<file path="config.mk">
export PLATFORM = sky130hd
export DESIGN_NAME = crlf_frame_checksum_receiver
export DESIGN_NICKNAME = d
export VERILOG_FILES = /design/src/hdl/cfcr_pkg.sv /design/src/hdl/crlf_frame_checksum_receiver.sv
export SDC_FILE = /design/constraint.sdc
export NUM_CORES = 1
export LEC_CHECK = 0
export ABC_AREA = 1
export BUFFER_PORTS_ARGS = -buffer_cell sky130_fd_sc_hd__buf_2
export CAP_MARGIN = 0
export CORE_ASPECT_RATIO = 1.5
export CORE_MARGIN = 2
export CORE_UTILIZATION = 40
export CTS_CLUSTER_SIZE = 24
export DETAILED_ROUTE_END_ITERATION = 10
export HOLD_SLACK_MARGIN = 0.02
export PLACE_DENSITY = 0.64
export SKIP_LAST_GASP = 1
export SYNTH_ARGS = -nofsm -noshare
export SYNTH_HDL_FRONTEND = slang
export SYNTH_SLANG_ARGS = --single-unit
</file>
<file path="constraint.sdc">
create_clock -name clk -period 10.75 [get_ports clk]
set_input_delay 2.15 -clock clk [delete_from_list [all_inputs] [get_ports clk]]
set_output_delay 2.15 -clock clk [all_outputs]
set_load 0.03 [all_outputs]
</file>
<file path="src/hdl/cfcr_pkg.sv">
package cfcr_pkg;

    // One received byte pair
    typedef struct packed {
        logic [7:0] first_byte;
        logic [7:0] second_byte;
    } pair_t;

    // One frame report
    typedef struct packed {
        logic [1:0]  frame_status;
        logic [7:0]  command_code;
        logic [7:0]  payload_0;
        logic [7:0]  payload_1;
        logic [7:0]  payload_2;
        logic [7:0]  payload_3;
        logic [15:0] computed_sum;
        logic [15:0] received_sum;
    } result_t;

    // Signed store position, wide enough for -4 .. 256
    typedef logic signed [9:0] pos_t;

    // Framing and command bytes
    localparam logic [7:0] CR_BYTE       = 8'h0D;
    localparam logic [7:0] LF_BYTE       = 8'h0A;
    localparam logic [7:0] CMD_CONDITION = 8'h57;
    localparam logic [7:0] CMD_SETTINGS  = 8'h37;
    localparam logic [6:0] INDEX_LIMIT   = 7'd58;

    // Frame status codes
    localparam logic [1:0] STATUS_CONDITION = 2'd0;
    localparam logic [1:0] STATUS_SETTINGS  = 2'd1;
    localparam logic [1:0] STATUS_UNKNOWN   = 2'd2;
    localparam logic [1:0] STATUS_MISMATCH  = 2'd3;

    // Fixed store positions
    localparam pos_t POS_LENGTH  = 10'sd2;
    localparam pos_t POS_CMD     = 10'sd4;
    localparam pos_t POS_PAY_M1  = 10'sd5;
    localparam pos_t POS_SUM_LO  = 10'sd12;
    localparam pos_t POS_SUM_HI  = 10'sd13;
    localparam pos_t POS_COPY_LO = 10'sd15;
    localparam pos_t POS_COPY_HI = 10'sd16;
    localparam pos_t POS_FLAG    = 10'sd17;

    // Values written into the status flag byte
    localparam logic [7:0] FLAG_MATCH    = 8'd1;
    localparam logic [7:0] FLAG_MISMATCH = 8'd2;

    // Sequencer states
    typedef enum logic [16:0] {
        S_IDLE     = 17'b00000000000000001,
        S_WR1      = 17'b00000000000000010,
        S_CNT_RD   = 17'b00000000000000100,
        S_CNT_WAIT = 17'b00000000000001000,
        S_SUM      = 17'b00000000000010000,
        S_RV0      = 17'b00000000000100000,
        S_RV1      = 17'b00000000001000000,
        S_RV2      = 17'b00000000010000000,
        S_W12      = 17'b00000000100000000,
        S_W13      = 17'b00000001000000000,
        S_C0       = 17'b00000010000000000,
        S_C1       = 17'b00000100000000000,
        S_C2       = 17'b00001000000000000,
        S_C3       = 17'b00010000000000000,
        S_W17      = 17'b00100000000000000,
        S_OUT      = 17'b01000000000000000,
        S_EMIT     = 17'b10000000000000000
    } state_t;

endpackage

</file>
<file path="src/hdl/crlf_frame_checksum_receiver.sv">
// Pair that is stored but does not end a frame: ready again once S_WR1 has written its second byte;
// a dropped pair: ready again the next cycle.
// Frame end: the length byte is read, a one-byte-per-cycle walk sums the checksum bytes,
// the received checksum is read; a mismatch also stores the sum and a checksum copy.
// One pair is worked at a time; a finished report waits in an output register.
// Reset clears the write index, the store valid bits (store reads as zero) and all handshakes.
module crlf_frame_checksum_receiver
    import cfcr_pkg::*;
#(
    parameter int BUF_DEPTH = 64
)
(
    input  logic    clk,
    input  logic    rst_n,
    input  logic    pair_valid,
    output logic    pair_ready,
    input  pair_t   pair,
    output logic    result_valid,
    input  logic    result_ready,
    output result_t result
);

    localparam int         AW        = $clog2(BUF_DEPTH);
    localparam pos_t       DEPTH_POS = pos_t'(BUF_DEPTH);
    localparam logic [8:0] DEPTH_CNT = 9'(BUF_DEPTH);

    // One checksum step: add the byte, then fold in the arithmetic shift by two
    function automatic logic [15:0] sum_step(input logic [15:0] c, input logic [7:0] b);
        logic [15:0] s;
        s = c + {8'h00, b};
        return s ^ 16'($signed(s) >>> 2);
    endfunction

    // Frame store
    logic [7:0]           mem [BUF_DEPTH];
    logic [BUF_DEPTH-1:0] valid_reg;
    logic [7:0]           rd_data_reg;

    // Store port controls
    logic          wr_en;
    pos_t          wr_pos;
    logic [7:0]    wr_data;
    logic          wr_ok;
    logic [AW-1:0] wr_addr;
    logic          rd_en;
    pos_t          rd_pos;
    logic          rd_ok;
    logic [AW-1:0] rd_addr;

    // Sequencer and datapath registers
    state_t      state_reg, state_next;
    logic [6:0]  idx_reg, idx_next;
    logic [7:0]  byte_reg, byte_next;
    logic        crlf_reg, crlf_next;
    logic [8:0]  count_reg, count_next;
    logic [8:0]  step_reg, step_next;
    logic        pend_reg, pend_next;
    logic [15:0] sum_reg, sum_next;
    logic [15:0] recv_reg, recv_next;
    logic        match_reg, match_next;
    logic [2:0]  ostep_reg, ostep_next;
    logic [7:0]  pay_reg [5];
    logic [7:0]  pay_next [5];
    logic        result_valid_reg, result_valid_next;
    result_t     result_reg, result_next;

    logic        accept;
    logic        emit;
    pos_t        recv_lo_pos;
    pos_t        recv_hi_pos;
    logic [8:0]  len_count;
    logic [15:0] recv_full;
    logic [1:0]  status;

    assign accept      = pair_valid && pair_ready;
    assign pair_ready  = (state_reg == S_IDLE);
    assign recv_lo_pos = $signed({3'b000, idx_reg}) - 10'sd4;
    assign recv_hi_pos = $signed({3'b000, idx_reg}) - 10'sd3;
    assign len_count   = {1'b0, 8'(rd_data_reg + 8'd4)};
    assign recv_full   = {rd_data_reg, recv_reg[7:0]};
    assign emit        = (state_reg == S_EMIT) && (!result_valid_reg || result_ready);

    assign wr_ok   = (wr_pos >= 10'sd0) && (wr_pos < DEPTH_POS);
    assign wr_addr = wr_pos[AW-1:0];
    assign rd_ok   = (rd_pos >= 10'sd0) && (rd_pos < DEPTH_POS);
    assign rd_addr = rd_pos[AW-1:0];

    // Decode the frame status from the checksum match and the command byte
    always_comb
    begin
        if (!match_reg)
            status = STATUS_MISMATCH;
        else if (pay_reg[0] == CMD_CONDITION)
            status = STATUS_CONDITION;
        else if (pay_reg[0] == CMD_SETTINGS)
            status = STATUS_SETTINGS;
        else
            status = STATUS_UNKNOWN;
    end

    // Sequencer: drive the store port and advance the datapath
    always_comb
    begin
        state_next        = state_reg;
        idx_next          = idx_reg;
        byte_next         = byte_reg;
        crlf_next         = crlf_reg;
        count_next        = count_reg;
        step_next         = step_reg;
        pend_next         = pend_reg;
        sum_next          = sum_reg;
        recv_next         = recv_reg;
        match_next        = match_reg;
        ostep_next        = ostep_reg;
        pay_next          = pay_reg;
        result_next       = result_reg;
        result_valid_next = result_valid_reg && !result_ready;
        wr_en             = 1'b0;
        wr_pos            = POS_FLAG;
        wr_data           = 8'h00;
        rd_en             = 1'b0;
        rd_pos            = POS_LENGTH;

        unique case (state_reg)
            S_IDLE:
            begin
                if (accept)
                begin
                    if (idx_reg > INDEX_LIMIT)
                    begin
                        // drop the pair and restart the frame
                        idx_next = 7'd0;
                    end
                    else
                    begin
                        wr_en      = 1'b1;
                        wr_pos     = $signed({3'b000, idx_reg});
                        wr_data    = pair.first_byte;
                        byte_next  = pair.second_byte;
                        crlf_next  = (pair.first_byte == CR_BYTE) &&
                                     (pair.second_byte == LF_BYTE);
                        state_next = S_WR1;
                    end
                end
            end
            S_WR1:
            begin
                wr_en      = 1'b1;
                wr_pos     = $signed({3'b000, idx_reg}) + 10'sd1;
                wr_data    = byte_reg;
                idx_next   = idx_reg + 7'd2;
                state_next = crlf_reg ? S_CNT_RD : S_IDLE;
            end
            S_CNT_RD:
            begin
                rd_en      = 1'b1;
                rd_pos     = POS_LENGTH;
                state_next = S_CNT_WAIT;
            end
            S_CNT_WAIT:
            begin
                // cap the byte count at the store depth
                count_next = (len_count > DEPTH_CNT) ? DEPTH_CNT : len_count;
                step_next  = 9'd0;
                pend_next  = 1'b0;
                sum_next   = 16'h0000;
                state_next = S_SUM;
            end
            S_SUM:
            begin
                // issue one read and fold the previous byte each cycle
                if (step_reg < count_reg)
                begin
                    rd_en     = 1'b1;
                    rd_pos    = $signed({1'b0, step_reg});
                    step_next = step_reg + 9'd1;
                    pend_next = 1'b1;
                end
                else
                begin
                    pend_next = 1'b0;
                end
                if (pend_reg)
                    sum_next = sum_step(sum_reg, rd_data_reg);
                if ((step_reg == count_reg) && !pend_reg)
                    state_next = S_RV0;
            end
            S_RV0:
            begin
                rd_en      = 1'b1;
                rd_pos     = recv_lo_pos;
                state_next = S_RV1;
            end
            S_RV1:
            begin
                rd_en          = 1'b1;
                rd_pos         = recv_hi_pos;
                recv_next[7:0] = rd_data_reg;
                state_next     = S_RV2;
            end
            S_RV2:
            begin
                // signed compare: a match needs the sign bit clear
                recv_next[15:8] = rd_data_reg;
                match_next      = !sum_reg[15] && (sum_reg == recv_full);
                state_next      = (!sum_reg[15] && (sum_reg == recv_full)) ? S_W17 : S_W12;
            end
            S_W12:
            begin
                wr_en      = 1'b1;
                wr_pos     = POS_SUM_LO;
                wr_data    = sum_reg[7:0];
                state_next = S_W13;
            end
            S_W13:
            begin
                wr_en      = 1'b1;
                wr_pos     = POS_SUM_HI;
                wr_data    = sum_reg[15:8];
                state_next = S_C0;
            end
            S_C0:
            begin
                // reread the checksum word after the sum bytes went in
                rd_en      = 1'b1;
                rd_pos     = recv_lo_pos;
                state_next = S_C1;
            end
            S_C1:
            begin
                wr_en      = 1'b1;
                wr_pos     = POS_COPY_LO;
                wr_data    = rd_data_reg;
                state_next = S_C2;
            end
            S_C2:
            begin
                // read the high byte only once the low copy is in the store
                rd_en      = 1'b1;
                rd_pos     = recv_hi_pos;
                state_next = S_C3;
            end
            S_C3:
            begin
                wr_en      = 1'b1;
                wr_pos     = POS_COPY_HI;
                wr_data    = rd_data_reg;
                state_next = S_W17;
            end
            S_W17:
            begin
                wr_en      = 1'b1;
                wr_pos     = POS_FLAG;
                wr_data    = match_reg ? FLAG_MATCH : FLAG_MISMATCH;
                ostep_next = 3'd0;
                state_next = S_OUT;
            end
            S_OUT:
            begin
                // read the command byte and the four payload bytes
                if (ostep_reg < 3'd5)
                begin
                    rd_en  = 1'b1;
                    rd_pos = (ostep_reg == 3'd0) ? POS_CMD :
                             POS_PAY_M1 + $signed({7'd0, ostep_reg});
                end
                if (ostep_reg != 3'd0)
                    pay_next[ostep_reg - 3'd1] = rd_data_reg;
                ostep_next = ostep_reg + 3'd1;
                if (ostep_reg == 3'd5)
                    state_next = S_EMIT;
            end
            S_EMIT:
            begin
                // hold until the output register is free
                if (emit)
                begin
                    result_next.frame_status = status;
                    result_next.command_code = pay_reg[0];
                    result_next.payload_0    = pay_reg[1];
                    result_next.payload_1    = pay_reg[2];
                    result_next.payload_2    = pay_reg[3];
                    result_next.payload_3    = pay_reg[4];
                    result_next.computed_sum = sum_reg;
                    result_next.received_sum = recv_reg;
                    result_valid_next        = 1'b1;
                    idx_next                 = 7'd0;
                    state_next               = S_IDLE;
                end
            end
            default:
            begin
                state_next = S_IDLE;
            end
        endcase
    end

    // Control registers
    always_ff @(posedge clk or negedge rst_n)
    begin
        if (!rst_n)
        begin
            state_reg        <= S_IDLE;
            idx_reg          <= 7'd0;
            result_valid_reg <= 1'b0;
            pend_reg         <= 1'b0;
        end
        else
        begin
            state_reg        <= state_next;
            idx_reg          <= idx_next;
            result_valid_reg <= result_valid_next;
            pend_reg         <= pend_next;
        end
    end

    // Datapath registers
    always_ff @(posedge clk)
    begin
        byte_reg   <= byte_next;
        crlf_reg   <= crlf_next;
        count_reg  <= count_next;
        step_reg   <= step_next;
        sum_reg    <= sum_next;
        recv_reg   <= recv_next;
        match_reg  <= match_next;
        ostep_reg  <= ostep_next;
        pay_reg    <= pay_next;
        result_reg <= result_next;
    end

    // Store valid bits: an entry never written reads as zero
    always_ff @(posedge clk or negedge rst_n)
    begin
        if (!rst_n)
            valid_reg <= '0;
        else if (wr_en && wr_ok)
            valid_reg[wr_addr] <= 1'b1;
    end

    // Store array, one write and one registered read per cycle
    always_ff @(posedge clk)
    begin
        if (wr_en && wr_ok)
            mem[wr_addr] <= wr_data;
        if (rd_en)
            rd_data_reg <= (rd_ok && valid_reg[rd_addr]) ? mem[rd_addr] : 8'h00;
    end

    assign result_valid = result_valid_reg;
    assign result       = result_reg;

endmodule
</file>
# Word level (Yosys, flattened, before mapping)
# Memory sizes are Yosys's and may differ from the RTL's. A register that Yosys moved wholly into a read port is not among the register bits.
# Index checks and enable logic that the tools add are counted.
dict set report totals {
  latch_bits 0
  output_inout_bits 76
  mem_bits_rw 512
  mem_bits_ro 0
  register_bits 267
  memories 1
  word_cells 171
  inputBits 20
}
dict set report op_classes {
  add_sub_neg 10
  reduce_logical 35
  mul 0
  eq_ne 32
  muxes 48
  div_mod_pow 0
  order_cmp 13
  bitwise_logic 4
  shifts 0
}
# memory depth width rd rd_ports_with_merged_regs wr line
set memory_table {}
lappend memory_table {mem 64 8 1 1 1 crlf_frame_checksum_receiver.sv:35} ;# logic [7:0] mem [BUF_DEPTH];
# operator count
set op_table {}
lappend op_table {{case mux 17 bit (17 select lines)} 1}
lappend op_table {{case mux 8 bit (6 select lines)} 2}
lappend op_table {{2-to-1 mux 17 bit} 5}
lappend op_table {{OR 64 bit} 1}
lappend op_table {{bitwise mux 40 bit} 1}
lappend op_table {{case mux 10 bit (4 select lines)} 1}
lappend op_table {{2-to-1 mux 7 bit} 5}
lappend op_table {{case mux 16 bit (2 select lines)} 1}
lappend op_table {{demux 8 bit (select 3 bit)} 1}
lappend op_table {{2-to-1 mux 8 bit} 3}
lappend op_table {{case mux 7 bit (3 select lines)} 1}
lappend op_table {{greater-or-equal comparator 10 x 1 -> 1 bit, second input constant} 2}
lappend op_table {{< comparator 10 x 8 -> 1 bit, second input constant} 2}
lappend op_table {{2-to-1 mux 9 bit} 2}
lappend op_table {{case mux 9 bit (2 select lines)} 1}
lappend op_table {{== test 17 x 1 -> 1 bit, second input constant} 1}
lappend op_table {{== test 17 x 10 -> 1 bit, second input constant} 1}
lappend op_table {{== test 17 x 11 -> 1 bit, second input constant} 1}
lappend op_table {{== test 17 x 12 -> 1 bit, second input constant} 1}
lappend op_table {{== test 17 x 13 -> 1 bit, second input constant} 1}
lappend op_table {{== test 17 x 14 -> 1 bit, second input constant} 1}
lappend op_table {{== test 17 x 15 -> 1 bit, second input constant} 1}
lappend op_table {{== test 17 x 16 -> 1 bit, second input constant} 1}
lappend op_table {{== test 17 bit, second input constant} 1}
lappend op_table {{other kinds (61)} 104}

# Longest topological paths before layout
# Gate-level depths: netlist (run 1).
dict set report logic_depth {
  depth_word 9
  depth_mapped 22
  mapped_depth_nobuf 21
}

# Worst setup path after synthesis (run 1)
# Ideal clock, no wire load.
dict set report synth_timing {
  kind {input to register}
  from {input port result_ready}
  to {register result_reg, in the netlist result[0], enable pin}
  t_arrival_ns 9.157
  required_time_ns 10.066
  setup_slack_ns 0.909
  setup_time_ns 0.684
  stages 2
  n_path_buf 0
  path_cell_list {nor2_1 > nor4_1}
}
dict set report synth_via {
  elab_chain_len 3
}
# element line
set synth_lines {}
lappend synth_lines {{start, declared} crlf_frame_checksum_receiver.sv:19} ;# input logic result_ready,
lappend synth_lines {{logical OR 1 bit} crlf_frame_checksum_receiver.sv:81} ;# assign emit = (state_reg == S_EMIT) && (!result_valid_reg || result_ready);
lappend synth_lines {{logical AND 1 bit} crlf_frame_checksum_receiver.sv:81}
lappend synth_lines {{AND reduction 2 bit (no line)} n/a}
lappend synth_lines {{end signal, assigned} crlf_frame_checksum_receiver.sv:329} ;# result_reg <= result_next;
lappend synth_lines {{end, declared} crlf_frame_checksum_receiver.sv:65} ;# result_t result_reg, result_next;
# Every way passes these cells.
# A chain may end at the register's enable or synchronous reset.

# Worst setup path in the final report (run 1)
dict set report layout_timing {
  from {register step_reg[7]}
  to {register rd_data_reg[6] (read register of mem) (data pin)}
}
dict set report layout_via {
  elab_chain_len 7
  word_cells_on_any_way 12
  classes_between {order compare: 3; mux: 6; reduce/logical: 3}
}
# element line
set layout_lines {}
lappend layout_lines {{start, declared} crlf_frame_checksum_receiver.sv:56} ;# logic [8:0] step_reg, step_next;
lappend layout_lines {{start signal, assigned} crlf_frame_checksum_receiver.sv:323} ;# step_reg <= step_next;
lappend layout_lines {{< comparator 9 bit} crlf_frame_checksum_receiver.sv:172} ;# if (step_reg < count_reg)
lappend layout_lines {{2-to-1 mux 9 bit} crlf_frame_checksum_receiver.sv:172}
lappend layout_lines {{case mux 10 bit (4 select lines)} crlf_frame_checksum_receiver.sv:124} ;# unique case (state_reg)
lappend layout_lines {{binary-select mux 1 bit (select 6 bit) (tied with other cells)} crlf_frame_checksum_receiver.sv:347} ;# rd_data_reg <= (rd_ok && valid_reg[rd_addr]) ? mem[rd_addr] : 8'h00;
lappend layout_lines {{2-to-1 mux 1 bit (implied by the code) / logical AND 1 bit (equally long branches)} {crlf_frame_checksum_receiver.sv:347, crlf_frame_checksum_receiver.sv:85}}
lappend layout_lines {{logical AND 1 bit} crlf_frame_checksum_receiver.sv:347}
lappend layout_lines {{logical NOT 1 bit (no line)} n/a}
lappend layout_lines {{end, declared} crlf_frame_checksum_receiver.sv:37} ;# logic [7:0] rd_data_reg;
# Parallel ways exist; a longest one is shown, timed or not. The select of a mux whose other input is x is not followed.

==> flow_summary.ini, run 1 <==
[floorplanning]
die_w_um = 240.8
die_y_um = 359.2
ios = 96
rows = 130
core_area_mm2 = 0.08361
start_util = 0.4023
die_area_mm2 = 0.08647

[power]
p_total_mw = 7.432
powerDensity_mw_per_mm2 = 198.5
p_leak_nw = 14.50
ir_drop_mv = 0.1711

[grt]
grt_max_degree = 125
track_usage = 0.1987
antenna_found_initial = 1
grt_overflow = 0
grt_first_pass_wirelength_um = 130200
grt_pass1_vias = 22063

[critical_path]
r2r_slack_ns = 5.60
cp.arrival_ns = 5.66
worstSetupStartpointType = register
critPathRequiredTime_ns = 11.25
crit_top_cell = nand2_1
path_cells = ha_1 -> nand2_1 -> nor2_1 -> nand3_1 -> nand2_1 -> nor2_1 -> nand3_2 -> buf_4 -> nand2_4 -> inv_6 -> buf_4 -> nand2_1 -> nand3_1 -> nand3_1 -> nand2_1 -> nand2_1 -> nand3_1 -> nand2_1 -> nand2_1 -> nand2_1 -> nor2_1
slowest_delay_ns = 0.82
endpoint_kind = register
r2r.worst_path.cells = 21
rr_endpoint = rd_data_reg[6]
cp_max_fo = 124
path_class = register to register
slowest_stage = buf_4
reg2reg_from = step_reg[7]

[clocking]
cts_made_buffers = 71
clk_latency_ns = 0.64
clockBufferDepth = 3
cts_tree = done
htree_levels = 3
cts_hold_buf = 0
cts_setup_buffers = 0
cts-resized-gates = 0
clkSinkCount = 783
cts-root-buf = clkbuf_16
path_clk_slew_ns = 0.07

[timing]
tightest_slew_ns = 1.145
skew_ns = 0.02145
rsz0062_at_grt = no
slew_headroom = 0.2305
setup_viol = 0
final.period_utilization = 0.4794
tns_ns = 0
finalMaxSlewViolations = 0
fmaxAchievable_mhz = 194.0
finalHoldViolations = 0
fin_crit_ns = 5.154

[drt]
wire_per_inst_um = 20.07
drtIter0Drc = 1923
final_antenna_net_count = 0
post-route-drc-count = 0
vias_per_cell = 5.268
routed-via-count = 22599
drt-pass1-iter-count = 7
routed_wl_um = 86110

[yosys]
synth-edff-count = 694
synth_area_mm2 = 0.03363
yosysTopAreaCell = edfxtp_1
synth_cell_type_count = 54
synth_seq_cells = 783
postSynthAreaPerCell_um2 = 11.02
synth_top_area_share = 0.6196
synth_most_common_cell = nand2_1
ys.flop_type = edfxtp_1
async_reset_ff_frac = 0.1137
syn_inst = 3051
synthTopCellsByArea = edfxtp_1 62%, nand2_1 9.6%, nand3_1 8.3%
yosysSeqAreaShare = 0.6858
yosys-top-cells-count = 856 x nand2_1, 694 x edfxtp_1, 556 x nand3_1, 189 x inv_1, 161 x nor2_1
synth_warnings = 0

[final_layout]
instances_no_fill = 4290
fill_cells = 7662
fin_util = 0.4479
area_growth_pct = 11.34
drive_gt1_frac = 0.09694
nets = 3160
largest_reg_flops = 512

[placement]
hpwl_um = 53320
port_buffers = 94
routabilityCongestion = 0.9058
dp.cells = 4159

[status]
outcome = completed

[min_path]
hold_path_end = result[58]
worstHoldStart = pay_reg[26]
hold_path_depth = 0
hold_class = register to register

[run]
maxCapViolCount = 0
==> stage by stage <==
stage               hold slack [ns]  setup WS [ns]  cell area [um2]
floorplan                    0.4003         0.9087            33640
detailed placement           0.4045          5.402            35140
finish                       0.4028          5.596            37450
global route                 0.4157          5.095            37450
global placement             0.4018          5.432            35140
CTS                          0.4103          5.615            37450
==> cell families after synthesis <==
family | after synthesis | share of synthesized area
adder cells (fa/ha/maj) | 30 | 0.01138
XOR/XNOR | 29 | 0.007551
buffers and inverters | 349 | 0.04535
flip-flops | 783 | 0.6858
AO/OA/AOI/OAI | 161 | 0.02764
other | 1 | 0.0001115
AND/OR/NAND/NOR | 1698 | 0.2221
==> cell type report <==
type                       instances  area (um2)  share of cell area
multi-input combinational       1920        9158              0.2445
clock buffer                      86        1854             0.04952
sequential                       783       23070              0.6160
inverter                         204       770.7             0.02058
antenna                            1       2.502          0.00006682
clock inverter                    44       447.9             0.01196
timing repair buffer             130       743.2             0.01985
tap                             1122        1404             0.03749
==> worst max path at each step <==
stage            startpoint        endpoint  slack [ns]  cells after the start
6_report        step_reg[7]  rd_data_reg[6]        5.60                     21
4_1_cts         step_reg[7]  rd_data_reg[6]        5.62                     21
3_5_place_dp     pair_valid      mem[44][1]        5.40                      9
3_3_place_gp     pair_valid      mem[53][0]        5.43                      9
5_1_grt         step_reg[7]  rd_data_reg[0]        5.09                     21
2_1_floorplan  result_ready       result[0]        0.91                      2
==> placed cells by master, fill, tap and decap left out, types with 12 or more instances in the layout <==
cell type    n
a21oi_1     41
buf_2       93
buf_4       37
clkbuf_1    14
clkbuf_16   72
clkinv_1    16
clkinv_2    12
dfrtp_1     88
edfxtp_1   694
ha_1        29
inv_1      189
inv_2       12
nand2_1    856
nand3_1    553
nand4_1     24
nor2_1     160
nor3_1      23
o21ai_0     58
o21ai_1     24
xor2_1      19
==> worst max-delay path, delay by kind of cell, from the launching register on <==
kind                     cells  cell delay, ns
AND/OR/NAND/NOR             17            2.05
buffers and inverters        3            2.01
flip-flops                   1            0.43
adder cells (fa/ha/maj)      1            0.33
==> report_power, final <==
part,internal [mW],leakage (nW),switching [mW]
sequential,3.60,7.30,0.0439
clock,1.42,1.12,1.12
combinational,0.252,6.08,1.00
total,5.26,14.5,2.17
==> per-layer routing <==
layer  part of all wire  track usage  up-vias
li1                   -            -    10627
met1               0.37       0.2258    10920
met2               0.52       0.3577      843
met3              0.056      0.02718      209
met4              0.052       0.1065        0
met5                  0            0        -
Note: power is estimated with default switching activity, not from simulation.
==> run 2, diff against run 1 <==
--- a/config.mk
+++ b/config.mk
@@ -5,7 +5,7 @@
 export SDC_FILE = /design/constraint.sdc
 export NUM_CORES = 1
 export LEC_CHECK = 0
-export ABC_AREA = 1
+export ABC_AREA = 0
 export BUFFER_PORTS_ARGS = -buffer_cell sky130_fd_sc_hd__buf_2
 export CAP_MARGIN = 0
 export CORE_ASPECT_RATIO = 1.5
==> constraint.sdc (replaced) <==
create_clock -name clk -period 5.4 [get_ports clk]
set_input_delay 1.08 -clock clk [delete_from_list [all_inputs] [get_ports clk]]
set_output_delay 1.08 -clock clk [all_outputs]
set_load 0.03 [all_outputs]
==> flow_summary.ini, run 2 <==
[power]
clock_power_share = 0.377
p_int_mw = 10.58
p_total_mw = 14.10
ir_drop_mv = 0.2096
powerDensity_mw_per_mm2 = 377.6
comb_power_share = 0.109
swShare = 0.2500
p_leak_nw = 13.35
p_seq_frac = 0.514
switchingPower_mw = 3.526

[placement]
placed_area_mm2 = 0.03487
hpwl_um = 62170
port_buffers = 94
routabilityCongestion = 0.9392

[final_layout]
nets = 2529
seqCellArea_mm2 = 0.02307
fin_util = 0.4600
finalInstanceArea_mm2 = 0.03735
drive_gt1_frac = 0.1836
final_common_cell = edfxtp_1
mostFrequentLayoutCells = 694 x edfxtp_1, 278 x nand2_1, 129 x nor2_1, 104 x nand3_1, 98 x buf_4
largest_reg_flops = 512
multi_input_area_mm2 = 0.009092
area_growth_pct = 13.85
diodes = 0
fill_cells = 7002

[drt]
wire_per_inst_um = 25.46
vias_per_cell = 5.769
final_antenna_net_count = 0
routed_wl_um = 91090
routed-via-count = 20643
drtIter0Drc = 2024
post-route-drc-count = 0
drt-pass1-iter-count = 8

[timing]
tightest_slew_ns = 1.329
tns_ns = 0
finalMaxSlewViolations = 0
fmaxAchievable_mhz = 200.9
finalHoldViolations = 0
slew_headroom = 0.1110
fin_crit_ns = 4.978
final.period_utilization = 0.9218
rsz0062_at_grt = no
skew_ns = 0.02534
setup_viol = 0
hold_slack_ns = 0.4137

[critical_path]
critPathRequiredTime_ns = 5.90
cp.arrival_ns = 5.48
cp.buffers_inverters = 2
cp_top_family = compound AO/OA/AOI/OAI gates
worstSetupStartpointType = register
slowest_delay_ns = 0.63
slowest_stage = a221oi_1
endpoint_kind = register
crit_top_cell = a21oi_1
path_cells = ha_1 -> a21o_1 -> a211o_1 -> a21oi_1 -> a31o_4 -> or2_4 -> buf_12 -> buf_4 -> mux2i_1 -> a221oi_1 -> a21oi_1 -> and3_1 -> nor3_1 -> o211a_1
path_class = register to register
cp_max_fo = 42

[floorplanning]
start_util = 0.4040
ios = 96
die_area_mm2 = 0.08437
die_y_um = 354.8
die_w_um = 237.8
core_area_mm2 = 0.08120
rows = 128

[clocking]
htree_levels = 3
cts_hold_buf = 0
clkSinkCount = 783
clk_latency_ns = 0.64
cts-resized-gates = 0
clockBufferDepth = 3
cts-root-buf = clkbuf_16
path_clk_slew_ns = 0.07
cts_setup_buffers = 0
cts_tree = done
cts_made_buffers = 71

[yosys]
async_reset_ff_frac = 0.1137
synth_cell_type_count = 101
synthTopCellsByArea = edfxtp_1 64%, dfrtp_1 6.7%, nand2_1 3.3%
ys.flop_type = edfxtp_1
postSynthAreaPerCell_um2 = 14.09
yosysTopAreaCell = edfxtp_1
syn_inst = 2329
synth-edff-count = 694
yosys-top-cells-count = 694 x edfxtp_1, 285 x nand2_1, 130 x nor2_1, 106 x nand3_1, 94 x mux2i_1
synth_area_mm2 = 0.03281
synth_seq_cells = 783
yosysSeqAreaShare = 0.7032
synth_top_area_share = 0.6352
synth_most_common_cell = edfxtp_1
synth_warnings = 0

[grt]
grt_overflow = 0
grt_max_degree = 74
track_usage = 0.2147
antenna_found_initial = 2
grt_first_pass_wirelength_um = 133900
grt_pass1_vias = 20697

[min_path]
hold_class = register to register

[run]
maxCapViolCount = 0

[status]
outcome = completed
-- run 2: cell families after synthesis --
group                    share of synthesized area
AND/OR/NAND/NOR                             0.1240
flip-flops                                  0.7032
AO/OA/AOI/OAI                              0.08112
buffers and inverters                      0.02197
multiplexers                               0.04378
XOR/XNOR                                   0.01415
adder cells (fa/ha/maj)                    0.01167
other                                    0.0001143
-- run 2: layout make-up --
| class | count | area share |
|---|---|---|
| Clock buffer | 84 | 0.05253 |
| Clock inverter | 48 | 0.01377 |
| Inverter | 24 | 0.002412 |
| Multi-Input combinational cell | 1402 | 0.2434 |
| Sequential cell | 783 | 0.6176 |
| Tap cell | 1040 | 0.03484 |
| Timing Repair Buffer | 197 | 0.03538 |
-- run 2: routing by layer --
metal	vias up	part of all wire	GRT usage
li1	9149	-	-
met1	10296	0.36	0.2424
met2	960	0.52	0.3873
met3	236	0.064	0.03142
met4	2	0.058	0.1199
met5	-	0.00014	0
-- run 2: worst paths after layout --
check,startpoint,end,slack (ns),depth (start not counted)
max,step_reg[6],rd_data_reg[1],0.42,14
min,pay_reg[25],result[57],0.41,0
max reg2reg,step_reg[6],rd_data_reg[1],0.42,14
min reg2reg,pay_reg[25],result[57],0.41,0
max in group asynchronous,rst_n,valid_reg[47],3.68,2
min in group asynchronous,rst_n,valid_reg[0],0.49,1
-- run 2: through the flow --
| stage | worst slack (ns) | instances |
|---|---|---|
| 3_5_place_dp | 0.4892 | 3446 |
| 4_1_cts | 0.4601 | 3578 |
| 5_1_grt | 0.2510 | 3578 |
| 3_3_place_gp | 0.5250 | 3446 |
| 2_1_floorplan | 0.1464 | 2330 |
| 6_report | 0.4220 | 3578 |
-- run 2: power groups by stage --
stage,Sequential [mW],Combinational (mW),Clock (mW)
after floorplan,7.33,0.804,0
after detailed placement,7.37,1.51,0
final,7.25,1.53,5.32
after CTS,7.25,1.52,5.39
after global placement,7.37,1.48,0
after global routing,7.26,1.63,5.61
